===== config.mk =====
export PLATFORM = sky130hd
export DESIGN_NAME = sha256_hash_engine
export DESIGN_NICKNAME = d
export VERILOG_FILES = /design/src/sha_pkg.sv /design/src/sha_sched.sv /design/src/sha_round.sv /design/src/sha256_hash_engine.sv
export SDC_FILE = /design/constraint.sdc
export NUM_CORES = 2
export LEC_CHECK = 0
export BUFFER_PORTS_ARGS = -buffer_cell sky130_fd_sc_hd__buf_2
export CORE_UTILIZATION = 65
export CTS_CLUSTER_SIZE = 24
export DETAILED_ROUTE_END_ITERATION = 12
export GPL_TIMING_DRIVEN = 0
export PLACE_DENSITY = 0.82
export REMOVE_ABC_BUFFERS = 1
export SYNTH_ARGS = -nofsm -noshare
export SYNTH_HDL_FRONTEND = slang
export SYNTH_HIERARCHICAL = 1
export SYNTH_SLANG_ARGS = --single-unit
export TNS_END_PERCENT = 50

===== constraint.sdc =====
create_clock -name clk -period 11.9 [get_ports clk]
set_clock_uncertainty 0.2 [all_clocks]
set_input_delay 2.38 -clock clk [delete_from_list [all_inputs] [get_ports clk]]
set_output_delay 2.38 -clock clk [all_outputs]
set_load 0.05 [all_outputs]

===== src/sha_pkg.sv =====
// Shared types, round constants and mixing functions for the SHA-256 engine.
// Used by sha_sched, sha_round, sha256_hash_engine and sha_checker.
`timescale 1ns / 1ps
`default_nettype none

package sha_pkg;

	localparam int unsigned Words     = 16;
	localparam int unsigned HashWords = 8;

	localparam logic [31:0] PadMarker = 32'h8000_0000;

	typedef struct packed {
		logic [31:0] message_word;
		logic [2:0]  valid_bytes;
		logic        end_of_message;
	} sha_item_t;

	typedef struct packed {
		logic [31:0] digest_word;
		logic [2:0]  digest_index;
		logic        digest_last;
	} sha_digest_t;

	typedef struct packed {
		logic push;
		logic step;
	} sha_sched_ctl_t;

	typedef struct packed {
		logic load;
		logic step;
		logic accum;
		logic reinit;
	} sha_round_ctl_t;

	localparam logic [31:0] InitHash [HashWords] = '{
		32'h6a09e667, 32'hbb67ae85, 32'h3c6ef372, 32'ha54ff53a,
		32'h510e527f, 32'h9b05688c, 32'h1f83d9ab, 32'h5be0cd19
	};

	localparam logic [31:0] RoundK [64] = '{
		32'h428a2f98, 32'h71374491, 32'hb5c0fbcf, 32'he9b5dba5,
		32'h3956c25b, 32'h59f111f1, 32'h923f82a4, 32'hab1c5ed5,
		32'hd807aa98, 32'h12835b01, 32'h243185be, 32'h550c7dc3,
		32'h72be5d74, 32'h80deb1fe, 32'h9bdc06a7, 32'hc19bf174,
		32'he49b69c1, 32'hefbe4786, 32'h0fc19dc6, 32'h240ca1cc,
		32'h2de92c6f, 32'h4a7484aa, 32'h5cb0a9dc, 32'h76f988da,
		32'h983e5152, 32'ha831c66d, 32'hb00327c8, 32'hbf597fc7,
		32'hc6e00bf3, 32'hd5a79147, 32'h06ca6351, 32'h14292967,
		32'h27b70a85, 32'h2e1b2138, 32'h4d2c6dfc, 32'h53380d13,
		32'h650a7354, 32'h766a0abb, 32'h81c2c92e, 32'h92722c85,
		32'ha2bfe8a1, 32'ha81a664b, 32'hc24b8b70, 32'hc76c51a3,
		32'hd192e819, 32'hd6990624, 32'hf40e3585, 32'h106aa070,
		32'h19a4c116, 32'h1e376c08, 32'h2748774c, 32'h34b0bcb5,
		32'h391c0cb3, 32'h4ed8aa4a, 32'h5b9cca4f, 32'h682e6ff3,
		32'h748f82ee, 32'h78a5636f, 32'h84c87814, 32'h8cc70208,
		32'h90befffa, 32'ha4506ceb, 32'hbef9a3f7, 32'hc67178f2
	};

	function automatic logic [31:0] big_sigma0(input logic [31:0] x);
		return {x[1:0], x[31:2]} ^ {x[12:0], x[31:13]} ^ {x[21:0], x[31:22]};
	endfunction

	function automatic logic [31:0] big_sigma1(input logic [31:0] x);
		return {x[5:0], x[31:6]} ^ {x[10:0], x[31:11]} ^ {x[24:0], x[31:25]};
	endfunction

	function automatic logic [31:0] small_sigma0(input logic [31:0] x);
		return {x[6:0], x[31:7]} ^ {x[17:0], x[31:18]} ^ {3'b000, x[31:3]};
	endfunction

	function automatic logic [31:0] small_sigma1(input logic [31:0] x);
		return {x[16:0], x[31:17]} ^ {x[18:0], x[31:19]} ^ {10'b0, x[31:10]};
	endfunction

endpackage

`default_nettype wire


===== src/sha_sched.sv =====
// Message schedule: a 16-word shift line that collects block words and then
// expands the schedule one word per round. Depends on sha_pkg.
`timescale 1ns / 1ps
`default_nettype none

module sha_sched
	import sha_pkg::*;
(
	input  wire logic           clk,
	input  wire sha_sched_ctl_t ctl,
	input  wire logic [31:0]    push_word,
	output logic      [31:0]    wt
);

	logic [31:0] win_q [Words];
	logic [31:0] next_w;
	logic [31:0] shift_in;

	// Entry 0 always holds the word for the current round.
	assign next_w   = small_sigma1(win_q[14]) + win_q[9] + small_sigma0(win_q[1]) + win_q[0];
	assign shift_in = ctl.push ? push_word : next_w;
	assign wt       = win_q[0];

	always_ff @(posedge clk) begin
		if (ctl.push || ctl.step) begin
			for (int i = 0; i < Words - 1; i++) begin
				win_q[i] <= win_q[i + 1];
			end
			win_q[Words - 1] <= shift_in;
		end
	end

endmodule

`default_nettype wire


===== src/sha_round.sv =====
// Compression datapath: working variables a..h, one round per step, and the
// chaining hash registers with their accumulate and reinit. Depends on sha_pkg.
`timescale 1ns / 1ps
`default_nettype none

module sha_round
	import sha_pkg::*;
(
	input  wire logic           clk,
	input  wire logic           arst_n,
	input  wire sha_round_ctl_t ctl,
	input  wire logic [31:0]    kt,
	input  wire logic [31:0]    wt,
	input  wire logic [2:0]     rd_idx,
	output logic      [31:0]    rd_word
);

	logic [31:0] hash_q [HashWords];
	logic [31:0] wv_q   [HashWords];
	logic [31:0] ch;
	logic [31:0] maj;
	logic [31:0] t1;
	logic [31:0] t2;

	assign ch  = (wv_q[4] & wv_q[5]) ^ (~wv_q[4] & wv_q[6]);
	assign maj = (wv_q[0] & wv_q[1]) ^ (wv_q[0] & wv_q[2]) ^ (wv_q[1] & wv_q[2]);
	assign t1  = wv_q[7] + big_sigma1(wv_q[4]) + ch + kt + wt;
	assign t2  = big_sigma0(wv_q[0]) + maj;

	assign rd_word = hash_q[rd_idx];

	always_ff @(posedge clk or negedge arst_n) begin
		if (!arst_n) begin
			for (int i = 0; i < HashWords; i++) begin
				hash_q[i] <= InitHash[i];
			end
		end else if (ctl.reinit) begin
			for (int i = 0; i < HashWords; i++) begin
				hash_q[i] <= InitHash[i];
			end
		end else if (ctl.accum) begin
			for (int i = 0; i < HashWords; i++) begin
				hash_q[i] <= hash_q[i] + wv_q[i];
			end
		end
	end

	always_ff @(posedge clk) begin
		if (ctl.load) begin
			for (int i = 0; i < HashWords; i++) begin
				wv_q[i] <= hash_q[i];
			end
		end else if (ctl.step) begin
			wv_q[7] <= wv_q[6];
			wv_q[6] <= wv_q[5];
			wv_q[5] <= wv_q[4];
			wv_q[4] <= wv_q[3] + t1;
			wv_q[3] <= wv_q[2];
			wv_q[2] <= wv_q[1];
			wv_q[1] <= wv_q[0];
			wv_q[0] <= t1 + t2;
		end
	end

endmodule

`default_nettype wire


===== src/sha256_hash_engine.sv =====
// SHA-256 engine top level. A word that does not complete a block leaves the engine idle.
// A word that completes a 16-word block holds the input through 64 rounds and the hash
// accumulation. A final word adds the padding words, one or two compressions, and eight
// digest transfers. Reset (arst_n low, asynchronous) restores the initial hash and
// clears the word and bit counters. Depends on sha_pkg, sha_sched and sha_round.
`timescale 1ns / 1ps
`default_nettype none

module sha256_hash_engine
	import sha_pkg::*;
(
	input  wire logic        clk,
	input  wire logic        arst_n,
	input  wire logic        item_valid,
	output logic             item_stall,
	input  wire sha_item_t   item,
	output logic             digest_valid,
	input  wire logic        digest_stall,
	output sha_digest_t      digest
);

	// Sequencer states.
	localparam logic [2:0] StIdle     = 3'd0;
	localparam logic [2:0] StCompress = 3'd1;
	localparam logic [2:0] StFinish   = 3'd2;
	localparam logic [2:0] StPad      = 3'd3;
	localparam logic [2:0] StOut      = 3'd4;

	logic [2:0]  state_q;
	logic [3:0]  wib_q;       // words collected in the current block
	logic [5:0]  round_q;     // current compression round
	logic [63:0] bits_q;      // message length in bits, wraps
	logic        pad_q;       // padding of the final block is under way
	logic        marker_q;    // a full final word still needs the 0x80 marker word
	logic        hi_done_q;   // upper length word has been pushed
	logic        lo_done_q;   // lower length word has been pushed
	logic [2:0]  didx_q;      // digest word being offered

	logic           accept;
	logic           push;
	logic           block_full;
	logic           digest_xfer;
	logic [2:0]     nbytes;
	logic [31:0]    last_word;
	logic [31:0]    pad_word;
	logic [31:0]    push_word;
	logic [5:0]     bit_add;
	logic [31:0]    kt;
	logic [31:0]    wt;
	logic [31:0]    rd_word;
	sha_sched_ctl_t sched_ctl;
	sha_round_ctl_t round_ctl;

	// Input is taken only in the idle state; every other state owns the datapath.
	assign item_stall  = (state_q != StIdle);
	assign accept      = item_valid && (state_q == StIdle);
	assign digest_valid = (state_q == StOut);
	assign digest_xfer = digest_valid && !digest_stall;

	// A valid count above four counts as four; it matters only on the final word.
	assign nbytes = (item.valid_bytes > 3'd4) ? 3'd4 : item.valid_bytes;

	// Final word: bytes past the valid count are cleared and the marker byte
	// follows the last valid byte. A full final word is sent unchanged and the
	// marker goes into the next word.
	always_comb begin
		case (nbytes)
			3'd0:    last_word = PadMarker;
			3'd1:    last_word = {item.message_word[31:24], 8'h80, 16'h0000};
			3'd2:    last_word = {item.message_word[31:16], 8'h80, 8'h00};
			3'd3:    last_word = {item.message_word[31:8], 8'h80};
			default: last_word = item.message_word;
		endcase
	end

	// A non-final word always counts as 32 bits.
	assign bit_add = item.end_of_message ? {nbytes, 3'b000} : 6'd32;

	// Padding sequence: marker word if still owed, zero fill up to word 14,
	// then the 64-bit length, upper half first.
	always_comb begin
		if (marker_q) begin
			pad_word = PadMarker;
		end else if (hi_done_q) begin
			pad_word = bits_q[31:0];
		end else if (wib_q == 4'd14) begin
			pad_word = bits_q[63:32];
		end else begin
			pad_word = 32'h0000_0000;
		end
	end

	assign push       = accept || (state_q == StPad);
	assign push_word  = accept ? (item.end_of_message ? last_word : item.message_word)
	                           : pad_word;
	assign block_full = push && (wib_q == 4'd15);

	assign kt = RoundK[round_q];

	always_comb begin
		sched_ctl.push   = push;
		sched_ctl.step   = (state_q == StCompress);
		round_ctl.load   = block_full;
		round_ctl.step   = (state_q == StCompress);
		round_ctl.accum  = (state_q == StFinish);
		round_ctl.reinit = digest_xfer && (didx_q == 3'd7);
	end

	sha_sched u_sched (
		.clk       (clk),
		.ctl       (sched_ctl),
		.push_word (push_word),
		.wt        (wt)
	);

	sha_round u_round (
		.clk     (clk),
		.arst_n  (arst_n),
		.ctl     (round_ctl),
		.kt      (kt),
		.wt      (wt),
		.rd_idx  (didx_q),
		.rd_word (rd_word)
	);

	always_comb begin
		digest.digest_word  = rd_word;
		digest.digest_index = didx_q;
		digest.digest_last  = (didx_q == 3'd7);
	end

	always_ff @(posedge clk or negedge arst_n) begin
		if (!arst_n) begin
			state_q   <= StIdle;
			wib_q     <= 4'd0;
			round_q   <= 6'd0;
			bits_q    <= 64'd0;
			pad_q     <= 1'b0;
			marker_q  <= 1'b0;
			hi_done_q <= 1'b0;
			lo_done_q <= 1'b0;
			didx_q    <= 3'd0;
		end else begin
			if (push) begin
				wib_q <= wib_q + 4'd1;
			end
			if (block_full) begin
				round_q <= 6'd0;
			end
			case (state_q)
				StIdle: begin
					if (accept) begin
						bits_q <= bits_q + {58'd0, bit_add};
						if (item.end_of_message) begin
							pad_q    <= 1'b1;
							marker_q <= (nbytes == 3'd4);
						end
						if (block_full) begin
							state_q <= StCompress;
						end else if (item.end_of_message) begin
							state_q <= StPad;
						end
					end
				end
				StPad: begin
					if (marker_q) begin
						marker_q <= 1'b0;
					end else if (hi_done_q) begin
						lo_done_q <= 1'b1;
					end else if (wib_q == 4'd14) begin
						hi_done_q <= 1'b1;
					end
					if (block_full) begin
						state_q <= StCompress;
					end
				end
				StCompress: begin
					round_q <= round_q + 6'd1;
					if (round_q == 6'd63) begin
						state_q <= StFinish;
					end
				end
				StFinish: begin
					if (lo_done_q) begin
						state_q <= StOut;
					end else if (pad_q) begin
						state_q <= StPad;
					end else begin
						state_q <= StIdle;
					end
				end
				StOut: begin
					if (digest_xfer) begin
						didx_q <= didx_q + 3'd1;
						if (didx_q == 3'd7) begin
							// Digest complete: start a fresh message.
							state_q   <= StIdle;
							wib_q     <= 4'd0;
							bits_q    <= 64'd0;
							pad_q     <= 1'b0;
							marker_q  <= 1'b0;
							hi_done_q <= 1'b0;
							lo_done_q <= 1'b0;
						end
					end
				end
				default: begin
					state_q <= StIdle;
				end
			endcase
		end
	end

endmodule

`default_nettype wire


==> Word level (Yosys, flattened, before mapping) <==
Memories as Yosys holds them, arrays and structs flattened.
Cells that the tools add are included.
{ "totals": {"latch_bits": 0, "memories": 3, "rom_bits": 2048, "in_bits": 40, "mem_bits_rw": 768, "word_cells": 181, "reg_bits": 340, "out_inout_bits": 38} }
{ "op_classes": {"n_reduce_logical": 22, "mul": 0, "shifts": 0, "add_sub_neg": 22, "muxes": 66, "eq_ne": 21, "order_cmp": 3, "n_bitwise": 27, "div": 0} }
{ "mem_list": {"columns": ["memory", "depth", "word_bits", "read_ports", "rd_ports_with_merged_regs", "write_ports", "line_no", "text"], "rows": [
  ["(name not given)", 64, 32, 1, 0, 0, "sha256_hash_engine.sv:98", "assign kt = RoundK[round_q];"],
  ["u_sched.win_q", 16, 32, 16, 0, 16, "sha_sched.sv:15", "logic [31:0] win_q [Words];"],
  ["u_round.wv_q", 8, 32, 8, 0, 8, "sha_round.sv:19", "logic [31:0] wv_q [HashWords];"]
]} }
{ "ops": {"columns": ["op", "n"], "rows": [
  ["$add A32 B32 Y32", 18],
  ["$mux W32", 18],
  ["$mux W256", 2],
  ["$xor A32 B32 Y32", 9],
  ["$mux W64", 3],
  ["$and A32 B32 Y32", 5],
  ["$pmux W32 S4", 1],
  ["$pmux W64 S2", 1],
  ["$bmux W32 S3", 1],
  ["$add A64 B6 Y64", 1],
  ["$not A32 Y32", 1],
  ["$xor A32 B22 Y32", 1],
  ["$xor A32 B29 Y32", 1],
  ["$mux W3", 9],
  ["$mux W1", 18],
  ["$mux W6", 3],
  ["$mux W4", 4],
  ["$pmux W3 S5", 1],
  ["$reduce_and A5 Y1", 3],
  ["$eq A3 B2 Y1 const B", 4],
  ["$ne A2 B2 Y1 const B", 6],
  ["$eq A3 B3 Y1 const B", 3],
  ["$eq A4 B4 Y1 const B", 2],
  ["$or A1 B1 Y1", 8],
  ["other kinds (24)", 38]
]} }

==> Logic depth before layout (Yosys ltp) <==
An unclocked memory read counts as a cell.
{ "depth": {"depth_word": 9, "ltp_mapped": 43, "mapped_depth_nobuf": 40} }

==> Modules after synthesis <==
The synthesis kept the hierarchy.
{ "by_module_without_submodules": {"columns": ["mod", "seq_area_each_um2", "area_each_um2", "cells_each", "instances"], "rows": [
  ["sha_round", 14263.7, 44043.5, 4878, 1],
  ["sha_sched", 15374.7, 20414.6, 1165, 1],
  ["sha256_hash_engine", 2026.9, 8294.2, 1130, 1]
]} }

==> Worst setup path before layout <==
No wires, ideal clock.
{ "synth_timing": {"path_type": "input to register", "startpoint": "input port item_valid", "endpoint": "memory u_sched.win_q[0][0] (enable)", "setup_ps": 668, "n_path_buf": 3, "slack_ps": 888, "stages": 6, "t_required_ps": 11032, "arrival_time_ps": 10145, "path_cell_list": "or4b_2 clkbuf_1 o21ai_1 clkbuf_1 buf_1 or2_2"} }
{ "synth_lines": {"columns": ["element", "line_no", "text"], "rows": [
  ["start, declared", "sha256_hash_engine.sv:14", "input wire logic item_valid,"],
  ["end, declared", "sha_sched.sv:15", null]
]} }

==> run summary <==
Post-synth EDFFs -> 768
Post-Synthesis Cells -> 7173
CTS H-tree lvls -> 3
Routed wire length -> 215000 um
Clock Sinks -> 1105
Post-layout util -> 70.8%
Syn Std Cell Area -> 0.0728 mm^2
Initial antenna violation count -> 6
Slew margin rel. -> 9.75%
CP Data Required Time -> 12.17 ns
Max Freq -> 86.2 MHz
R2r worst-path depth -> 35
Hold slack final -> 0.161 ns
Starting Density -> 65.6%
Core Region -> 0.111 mm^2
CP Capture Type -> register
Die H -> 337 um
GRT Residual Overflow -> 0
Status -> finished clean
Post-DRT Antenna Nets -> 0
Hold Path Cell Cnt -> 0
Die ar. -> 0.113 mm^2
Dpl cells -> 8407
Slew @ Worst Pin -> 1.35 ns
Worst Hold Launch -> u_sched/win_q[0][247]
Ys flop type -> edfxtp_1
CTS tree -> done
Cts bufs inserted -> 117
FF/Latch Area -> 0.0317 mm^2
Area after DPL -> 0.0746 mm^2
Final setup fails -> 0
Share of layout cells above drive strength 1 -> 9.63%
Number of global-route vias before repair -> 53.3k
Path type of the worst min-delay path -> reg2reg
DRT iter0 DRCs -> 7586
Synthesized area per cell -> 10.1 um^2
Post-route non-filler standard cell count -> 8630
Drt first pass iters -> 6
Vias per Instance -> 6.55
Via count -> 56.5k
Synthesis warning total -> 6
Min Tclk post-route -> 11.61 ns
Max-cap violation count -> 0
Final HPWL DP -> 155000 um
Distinct cells, synth -> 110
Critical-path top delay cell -> ha_2
Hold-fix buffers at CTS -> 0
Layout area overhead -> 7.86%
Global-route wire length before repair -> 324000 um
Final Hold Vio Count -> 0
GRT Overall Usage -> 37.9%
Register area share after synthesis -> 43.5%
Largest net degree at the start of global routing -> 128
Critical path data arrival time -> 11.88 ns
Placer congestion estimate -> 0.975
Yosys reg bits -> 1105
R2R setup slack -> 0.29 ns
Wire length per cell -> 25.0 um
Unrepaired setup endpoints after global routing -> no
Clock transition at path regs -> 0.06 ns
Area of the multi-input gates -> 0.0374 mm^2
# diodes -> 0
R2r startpoint -> round_q[1]
Hold endpoint -> u_sched/win_q[0][215]
Critical-path maximum fanout -> 29
Die Wd -> 337 um
Crit Path Class -> reg2reg
CTS Buffer Depth -> 3
Finished Cell Area -> 0.0785 mm^2
Slew Limit Fails -> 0
Worst reg2reg endpoint -> u_round/wv_q[0][28]
Layout net count -> 7670
Num rows -> 122
Drt drc -> 0
Crit path launch type -> register
Clock Latency Late Sink -> 0.77 ns
FFs w/ async S/R, synth -> 30.5%
Buffers added on ports -> 77
Clk root buf -> clkbuf_16
Final Cycle Share -> 97.5%
Slowest stage delay, CP -> 0.87 ns
I/O pin count -> 78
FILL cells -> 8009
synthesized netlist by cell type (25+ instances only):
master,count,area [um^2]
nor3_1,82,410
clkbuf_1,294,1100
inv_1,568,2130
a211o_1,66,578
a21oi_1,461,2310
nand3_1,94,470
nand4_1,48,300
a31oi_1,39,244
o21a_1,50,375
or3_1,28,175
a211oi_1,64,480
dfrtp_1,201,5030
mux4_2,78,1760
xor2_1,198,1730
or4_1,41,308
nand2b_1,77,482
o21bai_1,50,375
dfstp_2,136,3570
a21o_1,210,1580
xnor2_1,385,3370
ha_1,396,4950
mux2_2,55,619
or2_2,43,269
o21ai_1,38,190
nor2b_1,68,425
o31ai_1,63,473
and3_1,46,288
nand2_1,966,3630
mux2i_1,81,811
buf_4,33,248
buf_1,37,139
a22oi_1,37,278
o21ai_0,436,2180
edfxtp_1,768,23100
o211ai_1,35,263
nor2_1,384,1440
fa_1,196,3920
and2_1,25,156
how the worst max path moves through the flow:
stage	from	endpoint	depth (start not counted)
after floorplan	state_q[2]	u_round/hash_q[191]	8
after global placement	state_q[2]	u_round/hash_q[94]	7
after detailed placement	round_q[1]	u_round/wv_q[0][28]	35
after CTS	round_q[1]	u_round/wv_q[0][28]	35
after global routing	round_q[1]	u_round/wv_q[0][28]	35
final	round_q[1]	u_round/wv_q[0][28]	35
metrics by stage:
step | worst slack [ns] | setup TNS (ns)
after floorplan | -3.39 | -322.34
after global placement | -21.68 | -5564.12
after detailed placement | -0.492 | -1.58
after CTS | 0.0487 | 0
after global routing | 0.0668 | 0
final | 0.295 | 0
metal layers:
metal | share of wire [%] | up-vias | GRT usage, % | wire, um
met4 | 4.1 | 8 | 14.8 | 8750
met3 | 12 | 507 | 9.64 | 26700
met1 | 41 | 27578 | 55.4 | 87900
met2 | 43 | 3346 | 54.3 | 92000
met5 | 0.023 | - | 0 | 49
li1 | - | 25094 | - | -
area by class of cell:
type,count,share of cell area (%)
Clock buffer,168,4.15
Clock inverter,55,0.796
Inverter,573,2.76
Multi-Input combinational cell,5120,47.7
Sequential cell,1105,40.4
Tap cell,1488,2.37
Timing Repair Buffer,121,1.86
layout by cell type (no fill, tap or decap), types with 198 or more instances in the layout:
cell type / n
xor2_1: 198
a21oi_1: 460
edfxtp_1: 768
a21o_1: 210
o21ai_0: 436
ha_1: 395
xnor2_1: 385
inv_1: 567
nand2_1: 966
nor2_1: 380
registers in the layout (all words and copies together), names as in the netlist:
name	cells
pad_q	1
u_round/wv_q	256
u_round/hash_q	256
u_sched/win_q	512
round_q	6
hi_done_q	1
marker_q	1
lo_done_q	1
didx_q	3
bits_q	61
state_q	3
wib_q	4
worst max-delay path: cells and delay by family, from the launching register on:
kind            cells  cell delay (ns)
xor+xnor            2             0.43
compound gates     14             3.86
simple gates        5             1.13
flops               1             0.83
fa+ha+maj           8             3.80
buf+inv             6             1.10
timing repair:
| item | 4_1_cts | 5_1_grt |
|---|---|---|
| endpoints found under the setup margin | 9 | 11 |
| setup buffers | 0 | 0 |
| resized for setup | 1 | 4 |
cells by family after synthesis:
logic type | count (synthesis) | synth area share [%]
xor gates and xnor gates | 584 | 7.05
DFF | 1105 | 43.5
AOI/OAI and AO/OA | 1750 | 15.4
muxes | 214 | 4.38
buffers and inverters | 948 | 5.14
and+or+nand+nor | 1977 | 12.3
adders and majority gates | 595 | 12.2
Power is left out: the tool's default activity adds up to more than one toggle a clock period on the data nets, which glitch-free logic cannot reach.
